$ cat src/rtl/aob_pkg.sv
// ----------------------------------------------------------------------------
// aob_pkg
// Shared types, constants and the rounded 8-bit fraction multiply used by the
// alpha-over blend pipeline.
// ----------------------------------------------------------------------------
package aob_pkg;

  localparam int unsigned PixW = 8;

  // pipeline stage map
  localparam int unsigned NumStages        = 7;
  localparam int unsigned DivFirst         = 2;
  localparam int unsigned DivLast          = 5;
  localparam int unsigned OutStage         = 6;
  localparam int unsigned DivStepsPerStage = 2;

  localparam logic [2*PixW:0] RoundBias = 17'h00080;

  localparam int unsigned CfgIdxW  = 1;
  localparam int unsigned CfgDataW = PixW;

  typedef enum logic [CfgIdxW-1:0] {
    CFG_CEL_ALPHA   = 1'b0,
    CFG_LAYER_ALPHA = 1'b1
  } aob_cfg_idx_e;

  typedef logic [PixW-1:0] pix_t;

  // per-stage enables and valid bits
  typedef struct packed {
    logic [NumStages-1:0] en;
    logic [NumStages-1:0] vld;
  } aob_pipe_ctrl_t;

  // one colour channel entering the divider
  typedef struct packed {
    logic [2*PixW-1:0] prod_mag;
    logic              neg;
    pix_t              dst;
  } aob_chan_t;

  // rounded product of two 8-bit fractions
  function automatic pix_t rmul8(input pix_t a, input pix_t b);
    logic [2*PixW:0] t;
    logic [2*PixW:0] u;
    t = ({{(PixW+1){1'b0}}, a} * {{(PixW+1){1'b0}}, b}) + RoundBias;
    u = (t >> PixW) + t;
    return u[2*PixW-1:PixW];
  endfunction

endpackage

$ cat src/rtl/aob_pix_in_if.sv
// ----------------------------------------------------------------------------
// aob_pix_in_if
// Source and destination RGBA pixel channel with valid/ready handshake.
// ----------------------------------------------------------------------------
interface aob_pix_in_if;

  logic       valid;
  logic       ready;
  logic [7:0] src_red;
  logic [7:0] src_green;
  logic [7:0] src_blue;
  logic [7:0] src_alpha;
  logic [7:0] dst_red;
  logic [7:0] dst_green;
  logic [7:0] dst_blue;
  logic [7:0] dst_alpha;

  modport source (
    output valid, src_red, src_green, src_blue, src_alpha,
    output dst_red, dst_green, dst_blue, dst_alpha,
    input  ready
  );

  modport sink (
    input  valid, src_red, src_green, src_blue, src_alpha,
    input  dst_red, dst_green, dst_blue, dst_alpha,
    output ready
  );

endinterface

$ cat src/rtl/aob_pix_out_if.sv
// ----------------------------------------------------------------------------
// aob_pix_out_if
// Blended RGBA pixel channel with valid/ready handshake.
// ----------------------------------------------------------------------------
interface aob_pix_out_if;

  logic       valid;
  logic       ready;
  logic [7:0] out_red;
  logic [7:0] out_green;
  logic [7:0] out_blue;
  logic [7:0] out_alpha;

  modport source (
    output valid, out_red, out_green, out_blue, out_alpha,
    input  ready
  );

  modport sink (
    input  valid, out_red, out_green, out_blue, out_alpha,
    output ready
  );

endinterface

$ cat src/rtl/aob_alpha.sv
// ----------------------------------------------------------------------------
// aob_alpha
// First two pipeline stages: effective source alpha, channel differences,
// result alpha and the products that feed the channel dividers.
// ----------------------------------------------------------------------------
module aob_alpha (
  input  logic                        clk_i,
  input  aob_pkg::aob_pipe_ctrl_t     ctrl_i,
  input  aob_pkg::pix_t               opacity_i,
  input  aob_pkg::pix_t               src_red_i,
  input  aob_pkg::pix_t               src_green_i,
  input  aob_pkg::pix_t               src_blue_i,
  input  aob_pkg::pix_t               src_alpha_i,
  input  aob_pkg::pix_t               dst_red_i,
  input  aob_pkg::pix_t               dst_green_i,
  input  aob_pkg::pix_t               dst_blue_i,
  input  aob_pkg::pix_t               dst_alpha_i,
  output aob_pkg::aob_chan_t [2:0]    chan_o,
  output aob_pkg::pix_t               ra_o,
  output logic                        pass_o,
  output aob_pkg::pix_t               alpha_o
);
  import aob_pkg::*;

  pix_t       src_c [3];
  pix_t       dst_c [3];

  // stage 0
  pix_t       sa_d, sa_q;
  logic       pass0_d, pass0_q;
  pix_t       da0_q;
  pix_t       dmag_d [3];
  pix_t       dmag_q [3];
  logic [2:0] neg0_d, neg0_q;
  pix_t       dst0_q [3];

  // stage 1
  logic [PixW:0] ra_w;
  pix_t          ra1_d, ra1_q;
  logic          pass1_d, pass1_q;
  pix_t          alpha1_d, alpha1_q;
  aob_chan_t [2:0] chan1_d, chan1_q;

  always_comb begin
    src_c[0] = src_red_i;
    src_c[1] = src_green_i;
    src_c[2] = src_blue_i;
    dst_c[0] = dst_red_i;
    dst_c[1] = dst_green_i;
    dst_c[2] = dst_blue_i;
  end

  // effective source alpha and channel difference magnitudes
  always_comb begin
    sa_d    = rmul8(src_alpha_i, opacity_i);
    pass0_d = (opacity_i == '0) || (src_alpha_i == '0);
    for (int c = 0; c < 3; c++) begin
      neg0_d[c]  = src_c[c] < dst_c[c];
      dmag_d[c]  = neg0_d[c] ? (dst_c[c] - src_c[c]) : (src_c[c] - dst_c[c]);
    end
  end

  always_ff @(posedge clk_i) begin
    if (ctrl_i.en[0]) begin
      sa_q    <= sa_d;
      pass0_q <= pass0_d;
      da0_q   <= dst_alpha_i;
      neg0_q  <= neg0_d;
      for (int c = 0; c < 3; c++) begin
        dmag_q[c] <= dmag_d[c];
        dst0_q[c] <= dst_c[c];
      end
    end
  end

  // result alpha and scaled differences
  always_comb begin
    ra_w     = {1'b0, da0_q} + {1'b0, sa_q} - {1'b0, rmul8(da0_q, sa_q)};
    ra1_d    = ra_w[PixW-1:0];
    pass1_d  = pass0_q || (ra1_d == '0);
    alpha1_d = pass1_d ? da0_q : ra1_d;
    for (int c = 0; c < 3; c++) begin
      chan1_d[c].prod_mag = {{PixW{1'b0}}, dmag_q[c]} * {{PixW{1'b0}}, sa_q};
      chan1_d[c].neg      = neg0_q[c];
      chan1_d[c].dst      = dst0_q[c];
    end
  end

  always_ff @(posedge clk_i) begin
    if (ctrl_i.en[1]) begin
      ra1_q    <= ra1_d;
      pass1_q  <= pass1_d;
      alpha1_q <= alpha1_d;
      chan1_q  <= chan1_d;
    end
  end

  assign chan_o  = chan1_q;
  assign ra_o    = ra1_q;
  assign pass_o  = pass1_q;
  assign alpha_o = alpha1_q;

endmodule

$ cat src/rtl/aob_div_lane.sv
// ----------------------------------------------------------------------------
// aob_div_lane
// One colour channel: pipelined restoring divide of |s-d|*sa by ra, two
// quotient bits per stage, then sign and add to the destination value.
// ----------------------------------------------------------------------------
module aob_div_lane (
  input  logic                    clk_i,
  input  logic                    rst_ni,
  input  aob_pkg::aob_pipe_ctrl_t ctrl_i,
  input  aob_pkg::aob_chan_t      chan_i,
  input  aob_pkg::pix_t           ra_i,
  input  logic                    pass_i,
  output aob_pkg::pix_t           out_o
);
  import aob_pkg::*;

  // partial remainder in the upper half, dividend bits / quotient below
  logic [2*PixW-1:0] w_d   [DivFirst:DivLast];
  logic [2*PixW-1:0] w_q   [DivFirst:DivLast];
  logic              neg_q [DivFirst:DivLast];
  pix_t              dst_q [DivFirst:DivLast];
  pix_t              ra_q  [DivFirst:DivLast];
  logic              pass_q[DivFirst:DivLast];

  pix_t quot;
  pix_t sum;
  pix_t out_d, out_q;

  // one restoring step: shift in a dividend bit, subtract if it fits
  function automatic logic [2*PixW-1:0] div_step(input logic [2*PixW-1:0] w,
                                                 input pix_t ra);
    logic [PixW:0] r;
    logic          qb;
    r  = {w[2*PixW-1:PixW], w[PixW-1]};
    qb = r >= {1'b0, ra};
    if (qb) begin
      r = r - {1'b0, ra};
    end
    return {r[PixW-1:0], w[PixW-2:0], qb};
  endfunction

  for (genvar s = DivFirst; s <= DivLast; s++) begin : g_div
    logic [2*PixW-1:0] w_in;
    logic              neg_in;
    pix_t              dst_in;
    pix_t              ra_in;
    logic              pass_in;

    if (s == DivFirst) begin : g_head
      assign w_in    = chan_i.prod_mag;
      assign neg_in  = chan_i.neg;
      assign dst_in  = chan_i.dst;
      assign ra_in   = ra_i;
      assign pass_in = pass_i;
    end else begin : g_body
      assign w_in    = w_q[s-1];
      assign neg_in  = neg_q[s-1];
      assign dst_in  = dst_q[s-1];
      assign ra_in   = ra_q[s-1];
      assign pass_in = pass_q[s-1];
    end

    always_comb begin
      w_d[s] = w_in;
      for (int k = 0; k < DivStepsPerStage; k++) begin
        w_d[s] = div_step(w_d[s], ra_in);
      end
    end

    always_ff @(posedge clk_i) begin
      if (ctrl_i.en[s]) begin
        w_q[s]    <= w_d[s];
        neg_q[s]  <= neg_in;
        dst_q[s]  <= dst_in;
        ra_q[s]   <= ra_in;
        pass_q[s] <= pass_in;
      end
    end
  end

  // apply sign, add to destination
  always_comb begin
    quot  = w_q[DivLast][PixW-1:0];
    sum   = neg_q[DivLast] ? (dst_q[DivLast] - quot) : (dst_q[DivLast] + quot);
    out_d = pass_q[DivLast] ? dst_q[DivLast] : sum;
  end

  always_ff @(posedge clk_i) begin
    if (ctrl_i.en[OutStage]) begin
      out_q <= out_d;
    end
  end

  assign out_o = out_q;

`ifndef SYNTHESIS
  // partial remainder always stays below the divisor
  a_rem_bound_first : assert property (@(posedge clk_i) disable iff (!rst_ni)
    (ctrl_i.vld[DivFirst] && !pass_q[DivFirst]) |->
      (w_q[DivFirst][2*PixW-1:PixW] < ra_q[DivFirst]))
    else $error("divider remainder out of range at first stage");

  a_rem_bound_last : assert property (@(posedge clk_i) disable iff (!rst_ni)
    (ctrl_i.vld[DivLast] && !pass_q[DivLast]) |->
      (w_q[DivLast][2*PixW-1:PixW] < ra_q[DivLast]))
    else $error("divider remainder out of range at last stage");
`endif

endmodule

$ cat src/rtl/alpha_over_blend_8bit.sv
// ----------------------------------------------------------------------------
// alpha_over_blend_8bit
// Normal-mode compositing of a non-premultiplied RGBA source pixel over a
// destination pixel, scaled by cel and layer opacity.
//
//   port    dir   kind           content
//   pix_i   in    valid/ready    source RGBA and destination RGBA
//   pix_o   out   valid/ready    blended RGBA
//   cfg_*   in    write only     index 0 cel alpha, index 1 layer alpha
//
// One pixel per clock sustained while pix_o is ready; the datapath has seven
// stages (two alpha stages, four divider stages at two quotient bits each, one
// output stage).
// Reset clears all valid bits and sets both opacities to 255.
// A stalled output holds only as many stages as are full; empty stages keep
// accepting, so bubbles are squeezed out.
// ----------------------------------------------------------------------------
module alpha_over_blend_8bit (
  input  logic                         clk_i,
  input  logic                         rst_ni,
  input  logic                         cfg_we_i,
  input  logic [aob_pkg::CfgIdxW-1:0]  cfg_idx_i,
  input  logic [aob_pkg::CfgDataW-1:0] cfg_wdata_i,
  aob_pix_in_if.sink                   pix_i,
  aob_pix_out_if.source                pix_o
);
  import aob_pkg::*;

  pix_t cel_q;
  pix_t layer_q;
  pix_t opacity_q;

  logic [NumStages-1:0] en;
  logic [NumStages-1:0] vld_d, vld_q;
  aob_pipe_ctrl_t       ctrl;

  aob_chan_t [2:0] chan;
  pix_t            ra;
  logic            pass;
  pix_t            alpha;
  pix_t            alpha_q [DivFirst:OutStage];
  pix_t            lane_out [3];

  // configuration registers, opacity product kept alongside
  always_ff @(posedge clk_i or negedge rst_ni) begin
    if (!rst_ni) begin
      cel_q     <= '1;
      layer_q   <= '1;
      opacity_q <= '1;
    end else if (cfg_we_i) begin
      unique case (aob_cfg_idx_e'(cfg_idx_i))
        CFG_CEL_ALPHA: begin
          cel_q     <= cfg_wdata_i[PixW-1:0];
          opacity_q <= rmul8(cfg_wdata_i[PixW-1:0], layer_q);
        end
        CFG_LAYER_ALPHA: begin
          layer_q   <= cfg_wdata_i[PixW-1:0];
          opacity_q <= rmul8(cel_q, cfg_wdata_i[PixW-1:0]);
        end
      endcase
    end
  end

  // stage enables: a stage moves when empty or when the next one moves
  always_comb begin
    en[NumStages-1] = !vld_q[NumStages-1] || pix_o.ready;
    for (int k = NumStages - 2; k >= 0; k--) begin
      en[k] = !vld_q[k] || en[k+1];
    end
    vld_d[0] = pix_i.valid;
    for (int k = 1; k < NumStages; k++) begin
      vld_d[k] = vld_q[k-1];
    end
  end

  always_ff @(posedge clk_i or negedge rst_ni) begin
    if (!rst_ni) begin
      vld_q <= '0;
    end else begin
      for (int k = 0; k < NumStages; k++) begin
        if (en[k]) begin
          vld_q[k] <= vld_d[k];
        end
      end
    end
  end

  assign ctrl.en  = en;
  assign ctrl.vld = vld_q;

  aob_alpha u_alpha (
    .clk_i       (clk_i),
    .ctrl_i      (ctrl),
    .opacity_i   (opacity_q),
    .src_red_i   (pix_i.src_red),
    .src_green_i (pix_i.src_green),
    .src_blue_i  (pix_i.src_blue),
    .src_alpha_i (pix_i.src_alpha),
    .dst_red_i   (pix_i.dst_red),
    .dst_green_i (pix_i.dst_green),
    .dst_blue_i  (pix_i.dst_blue),
    .dst_alpha_i (pix_i.dst_alpha),
    .chan_o      (chan),
    .ra_o        (ra),
    .pass_o      (pass),
    .alpha_o     (alpha)
  );

  // one divider lane per colour channel
  for (genvar c = 0; c < 3; c++) begin : g_lane
    aob_div_lane u_lane (
      .clk_i  (clk_i),
      .rst_ni (rst_ni),
      .ctrl_i (ctrl),
      .chan_i (chan[c]),
      .ra_i   (ra),
      .pass_i (pass),
      .out_o  (lane_out[c])
    );
  end

  // result alpha rides along with the divider and output stages
  for (genvar s = DivFirst; s <= OutStage; s++) begin : g_alpha_line
    if (s == DivFirst) begin : g_head
      always_ff @(posedge clk_i) begin
        if (en[s]) begin
          alpha_q[s] <= alpha;
        end
      end
    end else begin : g_body
      always_ff @(posedge clk_i) begin
        if (en[s]) begin
          alpha_q[s] <= alpha_q[s-1];
        end
      end
    end
  end

  assign pix_i.ready     = en[0];
  assign pix_o.valid     = vld_q[NumStages-1];
  assign pix_o.out_red   = lane_out[0];
  assign pix_o.out_green = lane_out[1];
  assign pix_o.out_blue  = lane_out[2];
  assign pix_o.out_alpha = alpha_q[OutStage];

`ifndef SYNTHESIS
  // opacity register always matches the two opacity settings
  a_opacity_sync : assert property (@(posedge clk_i) disable iff (!rst_ni)
    opacity_q == rmul8(cel_q, layer_q))
    else $error("opacity register out of step with cel and layer alpha");

  // a full stage that is held keeps its transaction
  a_stall_keeps : assert property (@(posedge clk_i) disable iff (!rst_ni)
    1'b1 |=> ((vld_q & $past(vld_q & ~en)) == $past(vld_q & ~en)))
    else $error("stalled pipeline stage lost its transaction");

  // an accepted transaction lands in the first stage
  a_accept_lands : assert property (@(posedge clk_i) disable iff (!rst_ni)
    (pix_i.valid && pix_i.ready) |=> vld_q[0])
    else $error("accepted transaction missing from first stage");
`endif

endmodule

$ cat src/flat_wrapper.sv
// flat-port wrapper written by rule: the top's interface ports become plain ports
module alpha_over_blend_8bit_flat import aob_pkg::*;
  (clk_i, rst_ni, cfg_we_i, cfg_idx_i, cfg_wdata_i, pix_i_valid, pix_i_src_red, pix_i_src_green, pix_i_src_blue, pix_i_src_alpha, pix_i_dst_red, pix_i_dst_green, pix_i_dst_blue, pix_i_dst_alpha, pix_i_ready, pix_o_valid, pix_o_out_red, pix_o_out_green, pix_o_out_blue, pix_o_out_alpha, pix_o_ready);
  aob_pix_in_if pix_i_i ();
  aob_pix_out_if pix_o_i ();
  input  logic clk_i;
  input  logic rst_ni;
  input  logic cfg_we_i;
  input  logic [aob_pkg::CfgIdxW-1:0] cfg_idx_i;
  input  logic [aob_pkg::CfgDataW-1:0] cfg_wdata_i;
  input wire logic [$bits(pix_i_i.valid)-1:0] pix_i_valid;
  input wire logic [$bits(pix_i_i.src_red)-1:0] pix_i_src_red;
  input wire logic [$bits(pix_i_i.src_green)-1:0] pix_i_src_green;
  input wire logic [$bits(pix_i_i.src_blue)-1:0] pix_i_src_blue;
  input wire logic [$bits(pix_i_i.src_alpha)-1:0] pix_i_src_alpha;
  input wire logic [$bits(pix_i_i.dst_red)-1:0] pix_i_dst_red;
  input wire logic [$bits(pix_i_i.dst_green)-1:0] pix_i_dst_green;
  input wire logic [$bits(pix_i_i.dst_blue)-1:0] pix_i_dst_blue;
  input wire logic [$bits(pix_i_i.dst_alpha)-1:0] pix_i_dst_alpha;
  output wire logic [$bits(pix_i_i.ready)-1:0] pix_i_ready;
  output wire logic [$bits(pix_o_i.valid)-1:0] pix_o_valid;
  output wire logic [$bits(pix_o_i.out_red)-1:0] pix_o_out_red;
  output wire logic [$bits(pix_o_i.out_green)-1:0] pix_o_out_green;
  output wire logic [$bits(pix_o_i.out_blue)-1:0] pix_o_out_blue;
  output wire logic [$bits(pix_o_i.out_alpha)-1:0] pix_o_out_alpha;
  input wire logic [$bits(pix_o_i.ready)-1:0] pix_o_ready;
  assign pix_i_i.valid = pix_i_valid;
  assign pix_i_i.src_red = pix_i_src_red;
  assign pix_i_i.src_green = pix_i_src_green;
  assign pix_i_i.src_blue = pix_i_src_blue;
  assign pix_i_i.src_alpha = pix_i_src_alpha;
  assign pix_i_i.dst_red = pix_i_dst_red;
  assign pix_i_i.dst_green = pix_i_dst_green;
  assign pix_i_i.dst_blue = pix_i_dst_blue;
  assign pix_i_i.dst_alpha = pix_i_dst_alpha;
  assign pix_i_ready = pix_i_i.ready;
  assign pix_o_valid = pix_o_i.valid;
  assign pix_o_out_red = pix_o_i.out_red;
  assign pix_o_out_green = pix_o_i.out_green;
  assign pix_o_out_blue = pix_o_i.out_blue;
  assign pix_o_out_alpha = pix_o_i.out_alpha;
  assign pix_o_i.ready = pix_o_ready;
  alpha_over_blend_8bit u_core (.clk_i(clk_i), .rst_ni(rst_ni), .cfg_we_i(cfg_we_i), .cfg_idx_i(cfg_idx_i), .cfg_wdata_i(cfg_wdata_i), .pix_i(pix_i_i), .pix_o(pix_o_i));
endmodule
$ cat config.mk
export PLATFORM = sky130hd
export DESIGN_NAME = alpha_over_blend_8bit_flat
export DESIGN_NICKNAME = d
export VERILOG_FILES = /design/src/rtl/aob_pkg.sv /design/src/rtl/aob_pix_in_if.sv /design/src/rtl/aob_pix_out_if.sv /design/src/rtl/aob_alpha.sv /design/src/rtl/aob_div_lane.sv /design/src/rtl/alpha_over_blend_8bit.sv /design/src/flat_wrapper.sv
export SDC_FILE = /design/constraint.sdc
export NUM_CORES = 2
export LEC_CHECK = 0
export BUFFER_PORTS_ARGS = -buffer_cell sky130_fd_sc_hd__buf_2
export CAP_MARGIN = 20
export CORE_MARGIN = 1.5
export CORE_UTILIZATION = 35
export CTS_CLUSTER_DIAMETER = 60
export DETAILED_ROUTE_END_ITERATION = 6
export GPL_TIMING_DRIVEN = 0
export HOLD_SLACK_MARGIN = 0.08
export SLEW_MARGIN = 40
export SYNTH_ARGS = -nofsm -noshare
export SYNTH_HDL_FRONTEND = slang
export SYNTH_HIERARCHICAL = 1
export SYNTH_SLANG_ARGS = --single-unit
$ cat constraint.sdc
create_clock -name clk_i -period 10.2 [get_ports clk_i]
set_input_delay 0.51 -clock clk_i [delete_from_list [all_inputs] [get_ports clk_i]]
set_output_delay 0.51 -clock clk_i [all_outputs]
set_load 0.02 [all_outputs]
# Yosys cells after proc, flatten, opt, wreduce, memory -nomap -nowiden
# Memories as Yosys holds them, arrays and structs flattened. A register that Yosys moved wholly into a read port is not among the register bits.
# Cells that the tools add are included.
[word_totals]
reg_bits = 143
word_cells = 193
mem_count = 18
rom_bits = 0
mem_bits_rw = 496
latchBits = 0
[memory_table]
columns = ["name", "words", "width", "rd", "rd_clocked_by_memory_dff", "write_ports", "line_no", "rtl"]
rows = [
  ["u_core.g_lane[0].u_lane.w_q", 4, 16, 4, 0, 4, "aob_div_lane.sv:19", "logic [2*PixW-1:0] w_q [DivFirst:DivLast];"],
  ["u_core.g_lane[1].u_lane.w_q", 4, 16, 4, 0, 4, "aob_div_lane.sv:19", ""],
  ["u_core.g_lane[2].u_lane.w_q", 4, 16, 4, 0, 4, "aob_div_lane.sv:19", ""],
  ["u_core.alpha_q", 5, 8, 5, 0, 5, "alpha_over_blend_8bit.sv:41", "pix_t alpha_q [DivFirst:OutStage];"],
  ["u_core.g_lane[0].u_lane.dst_q", 4, 8, 4, 0, 4, "aob_div_lane.sv:21", "pix_t dst_q [DivFirst:DivLast];"],
  ["u_core.g_lane[0].u_lane.ra_q", 4, 8, 3, 0, 4, "aob_div_lane.sv:22", "pix_t ra_q [DivFirst:DivLast];"],
  ["+12 memories", "n/a", "n/a", "n/a", "n/a", "n/a", "n/a", ""],
]
[classes]
mul = 7
div_mod_pow = 0
eq_ne = 0
n_bitwise = 1
shifts = 0
n_reduce_logical = 21
n_mux = 47
order_cmp = 27
addsub = 46
[ops]
columns = ["cell", "n"]
rows = [
  ["2-to-1 mux 8 bit", 34],
  ["subtractor 8 bit", 34],
  [">= comparator 9 x 8 -> 1 bit", 24],
  ["multiplier 8 x 8 -> 16 bit", 7],
  ["adder 16 x 8 -> 17 bit, second input constant", 4],
  ["adder 9 x 16 -> 16 bit", 4],
  ["adder 8 bit", 4],
  ["logical NOT 8 bit", 3],
  ["< comparator 8 bit", 3],
  ["case mux 8 bit (2 select lines)", 1],
  ["2-to-1 mux 1 bit", 12],
  ["logical OR 1 bit", 9],
  ["logical NOT 1 bit", 7],
  ["AND reduction 2 bit", 2],
  ["NOT 1 bit", 1],
]

# Depth between registers and ports, before layout
[logic_depth]
depth_word = 10
ltp_mapped = 39
depth_no_buf = 38

# Cells and area by module
# Netlist, hierarchy kept.
[modules_own_cells]
columns = ["mod", "seq_area_each_um2", "cells_per_inst", "instances", "area_each_um2"]
rows = [
  ["aob_alpha", 4804.6, 1843, 1, 18559.0],
  ["aob_div_lane at u_core.g_lane[0].u_lane ...", 3843.7, 631, 2, 7686.1],
  ["aob_div_lane at u_core.g_lane[2].u_lane", 3843.7, 630, 1, 7682.4],
  ["alpha_over_blend_8bit", 2006.9, 766, 1, 7656.1],
]

# Worst setup path after synthesis
# OpenSTA, ideal clock, no wires.
[synth_path]
path_kind = "register -> register"
from = "register u_core.u_alpha.sa_q[3]"
to = "register u_core.u_alpha.alpha1_q[2] (netlist: u_core/u_alpha/alpha_o[2]) (data pin)"
stages_incl_launch_ff = 36
t_required_ns = 9.940
setup_time_ns = 0.260
setup_slack_ns = 1.448
t_arrival_ns = 8.492
cell_sequence = "edfxtp_1 > clkbuf_1 > clkbuf_1 > nand2_1 > fa_1 > fa_1 > inv_1 > fa_1 > inv_1 > fa_1 > inv_1 > ha_1 > o21a_1 > o31a_4 > o31a_1 > a21oi_1 > ha_1 > a211oi_1 > nor2_1 > nor2_1 > o41ai_1 > a32o_1 > or3_1 > a31oi_1 > xor2_1 > fa_1 > ha_1 > a211o_1 > o211ai_1 > a21oi_1 > o22ai_1 > xnor2_1 > xnor2_1 > or4_4 > a31oi_4 > mux2_4"
[synth_between]
elab_chain_len = 7
word_cells_on_any_way = 8
classes_between = "4 x add/sub; 1 x mul; 1 x mux; 2 x reduce/logical"
[synth_lines]
columns = ["element", "line_no", "rtl"]
rows = [
  ["from (decl)", "aob_alpha.sv:29", "pix_t sa_d, sa_q;"],
  ["from (signal assigned)", "aob_alpha.sv:65", "sa_q <= sa_d;"],
  ["multiplier 8 x 8 -> 16 bit", "aob_pkg.sv:46", "t = ({{(PixW+1){1'b0}}, a} * {{(PixW+1){1'b0}}, b}) + RoundBias;"],
  ["adder 16 x 8 -> 17 bit", "aob_pkg.sv:46", ""],
  ["adder 9 x 16 -> 16 bit", "aob_pkg.sv:47", "u = (t >> PixW) + t;"],
  ["subtractor 8 bit (*)", "aob_alpha.sv:78", "ra_w = {1'b0, da0_q} + {1'b0, sa_q} - {1'b0, rmul8(da0_q, sa_q)};"],
  ["logical NOT 8 bit", "aob_alpha.sv:80", "pass1_d = pass0_q || (ra1_d == '0);"],
  ["logical OR 1 bit", "aob_alpha.sv:80", ""],
  ["2-to-1 mux 8 bit (*)", "aob_alpha.sv:81", "alpha1_d = pass1_d ? da0_q : ra1_d;"],
  ["via u_core.u_alpha.alpha1_d[2]", "aob_alpha.sv:41", "pix_t alpha1_d, alpha1_q;"],
  ["to (signal assigned)", "aob_alpha.sv:93", "alpha1_q <= alpha1_d;"],
  ["to (decl)", "aob_alpha.sv:41", ""],
]
# The timed path passes the listed nets; every way through them passes the cells marked *.
# A chain may end at the register's enable or synchronous reset.

# Worst setup path after layout
[layout_path]
from = "register u_core.u_alpha.sa_q[7]"
to = "register u_core.u_alpha.alpha1_q[2] (netlist: u_core/u_alpha/alpha_o[2]) (data pin)"
# The elaborated chain is that of the path after synthesis.

==> metrics.md <==
| Metric | Value |
|---|---|
| Row cnt | ~140 |
| CP max stage cell | clkbuf_1 |
| Post-Synthesis Cell Area | between 40000 and 50000 µm² |
| Final period util | between 90% and 100% |
| Startpoint Class | register |
| Max Fanout on Critical Path | 10 |
| CTS sink count | 615 |
| Hold path endpoint | u_core/u_alpha/dst0_q[0][0] |
| Share of cells above drive strength 1 | approximately 11% |
| DR DRC count | 0 |
| Crit path time final | 9762 ps |
| Worst r2r src | u_core/u_alpha/sa_q[7] |
| Largest family of logic cells by synthesized area | adder cells |
| Die width | between 300 and 400 µm |
| Largest net degree at the start of global routing | 75 |
| CTS Root Cell | clkbuf_16 |
| Reg2Reg Depth | 34 |
| Least-Margin Pin Slew | 796.1 ps |
| Outcome | complete, no violations |
| Global-route wire length before repair | 174200 µm |
| Core area | 139500 µm² |
| Most frequent cell after synthesis | inv_1 |
| Number of DRC markers in iteration 0 | roughly 1600 |
| Worst setup path class | register to register |
| R2R Setup Slk | 440 ps |
| Final Hold Fails | 0 |
| Hold path start | pix_i_dst_red[0] |
| Max Cap Viol | 0 |
| Nets | 5703 |
| Post-layout util | about 40% |
| Adder-cell share of the synthesized area | 26.63% |
| GPL Wtd Cong | 0.8506 |
| Critical R2R Capture | u_core/u_alpha/alpha_o[2] |
| CTS tree | done |
| Total Wirelength | 108500 µm |
| Dpl hpwl | 85880 µm |
| Tightest Hold Check Type | primary input to register |
| YS warnings | 6 |
| Antenna Nets Post-Route | 0 |
| XOR/XNOR Fraction of Synth Area | 4.259% |
| Diodes inserted | 0 |
| Worst hold path depth | 1 |
| Synth area leader | edfxtp_1 |
| WL per Instance | 16.21 µm |
| Clk slew on worst S/H paths | around 60 ps |
| Crit-path leading delay family | adder cells |
| Drt via density | 4.849 |
| Crit-path max cell delay | 570 ps |
| Number of synthesized register bits | 615 |
| Clock Skew | around 38 ps |
| Synth Area per Inst | 10.95 µm² |
| Req. time, crit path | roughly 11000 ps |
| Syn Nets | 5452 |
| Distinct cell type count after synthesis | 104 |
| WP data arrival | 10160 ps |
| Worst Setup End Kind | register |
| Synth async-reset ratio | 5.041% |
| Synth Area in Simple Gates | 11.88% |
| IO Pins | 112 |
| Ranking of synthesized cells by area | edfxtp_1, ha_1, fa_1, inv_1, and2_1 |
| Mux cell area share after synthesis | under 10% |
| Total GRT Usage | 15.31% |
| Post-synthesis compound-gate area fraction | 10.30% |
| Post-synth top cells | inv_1, edfxtp_1, ha_1 |
| Drt pass-1 iters | 5 |
| Routed via count | 32460 |
| Antenna violations before repair | 9 |
| Initial Util | 35.31% |
| Die Y | around 380 µm |
| Die area | between 100000 and 150000 µm² |
| Setup-failing EPs final | 0 |
| EDFF count, synth | 584 |
| Grt ovf | 0 |
| Cts bufs inserted | 81 |
| Fin. max-slew vios | 0 |
| Port Buffers | roughly 110 |
| Max Freq | 102.4 MHz |
| Buf+Inv Stages, Crit Path | 4 |
| Mapped Cells | around 4500 |
| Most common flop cell mapped by yosys | edfxtp_1 |
| Area share of the largest cell type after synthesis | 35.59% |
| Worst slew margin | around 47% |
| Layout area overhead | 13.09% |
| Unrepaired setup endpoints after global routing | no |
| H-tree depth | 3 |
| Seq/Total Area, Yosys | 37.23% |
| Vias in the first global route | 32930 |
| Longest Clk Path Bufs | 3 |
| Worst skew pair latency | around 660 ps |
==> placed cells by master, fill, tap and decap left out, types with 20 or more instances in the layout <==
master	synthesis	layout
o21a_1	56	56
clkbuf_16	0	82
nor2b_1	61	61
inv_1	685	683
a31oi_1	28	28
nor2_1	192	192
mux2i_1	35	35
dlygate4sd3_1	0	29
buf_2	7	114
a21o_1	61	61
xnor2_1	168	168
buf_4	8	24
clkbuf_1	58	50
o21bai_1	29	29
ha_1	580	580
nand4_1	38	38
and2_1	299	299
nand2_1	315	313
a211oi_1	27	27
xor2_1	69	69
o21ai_0	145	145
nand2b_1	38	38
edfxtp_1	584	584
mux2_2	104	104
fa_1	293	293
nor3_1	51	51
dfstp_2	24	24
or2_2	20	20
and3_1	20	20
a21oi_1	171	170
nand3_1	32	30
==> registers in the layout, summed over array words and instances, names as in the netlist, 12 cells and up <==
name / flops
u_core/g_lane.u_lane/ra_q: 72
u_core/g_lane.u_lane/out_o: 24
u_core/g_lane.u_lane/pass_q: 12
u_core/u_alpha/dst0_q: 24
u_core/u_alpha/chan_o: 75
u_core/g_lane.u_lane/dst_q: 96
u_core/alpha_q: 40
u_core/g_lane.u_lane/w_q: 168
u_core/u_alpha/dmag_q: 24
u_core/g_lane.u_lane/neg_q: 12
==> cell type report <==
type,instances,area [µm²]
sequential,615,18340
timing repair buffer,169,1281
clock buffer,91,2086
clock inverter,59,653.1
multi-input combinational,3124,28070
buffer,76,359.1
fill,13530,83810
inverter,685,2581
tap,1876,2347
==> worst reg2reg max path, delay by kind of cell, from the launching register on <==
family / cells / cell delay, ps
buf+inv: 4 / 730
flops: 1 / 510
mux: 1 / 350
xor+xnor: 3 / 500
fa+ha+maj: 8 / 3460
compound gates: 13 / 2870
simple gates: 5 / 1080
==> per-stage QoR <==
stage               area (µm²)  worst slack [ps]  TNS (ps)  std cells  hold slack [ps]
finish                   55720             438.0         0       6695            127.2
global placement         52150             -2415   -572770       6483            400.0
CTS                      55600             60.79         0       6685            80.13
global route             55720             13.43         0       6695            96.61
detailed placement       52570            -24.32    -24.32       6506            404.5
floorplan                49270              1448         0       4501            214.4
==> worst max path at each step <==
stage                           start                   endpoint  slack [ps]  depth (start not counted)
4_1_cts        u_core/u_alpha/sa_q[1]  u_core/u_alpha/alpha_o[2]          60                         34
2_1_floorplan  u_core/u_alpha/sa_q[3]  u_core/u_alpha/alpha_o[2]        1450                         35
3_3_place_gp              pix_o_ready                pix_i_ready       -2410                          6
6_report       u_core/u_alpha/sa_q[7]  u_core/u_alpha/alpha_o[2]         440                         34
3_5_place_dp   u_core/u_alpha/sa_q[3]  u_core/u_alpha/alpha_o[2]         -20                         35
5_1_grt        u_core/u_alpha/sa_q[6]  u_core/u_alpha/alpha_o[2]          10                         32
==> metal layers <==
layer / vias to the layer above / part of all wire [%] / track usage [%] / wire length [µm]
li1: 16040 / - / - / -
met1: 15780 / 46 / 20.17 / 49980
met2: 526 / 48 / 26.24 / 52200
met3: 122 / 3.8 / 1.967 / 4126
met4: 2 / 2.0 / 4.334 / 2197
met5: - / 0.012 / 0 / 13
==> cells by family (layout without fill, tap and decap cells) <==
group	Yosys count	count (layout)
AOI/OAI and AO/OA	718	718
xor gates and xnor gates	238	238
adders and majority gates	873	873
buffers and inverters	762	1080
DFF	615	615
muxes	163	163
and+or+nand+nor	1132	1132
==> repair_timing <==
item / CTS / global route
hold buffers: 29 / 0
hold endpoints to repair: 35 / 0
endpoints found under the setup margin: 1 / 8
resized for setup: 1 / 22
buffers inserted: 0 / 10
Power is left out: the tool's default activity adds up to more than one toggle a clock period on the data nets, which glitch-free logic cannot reach.
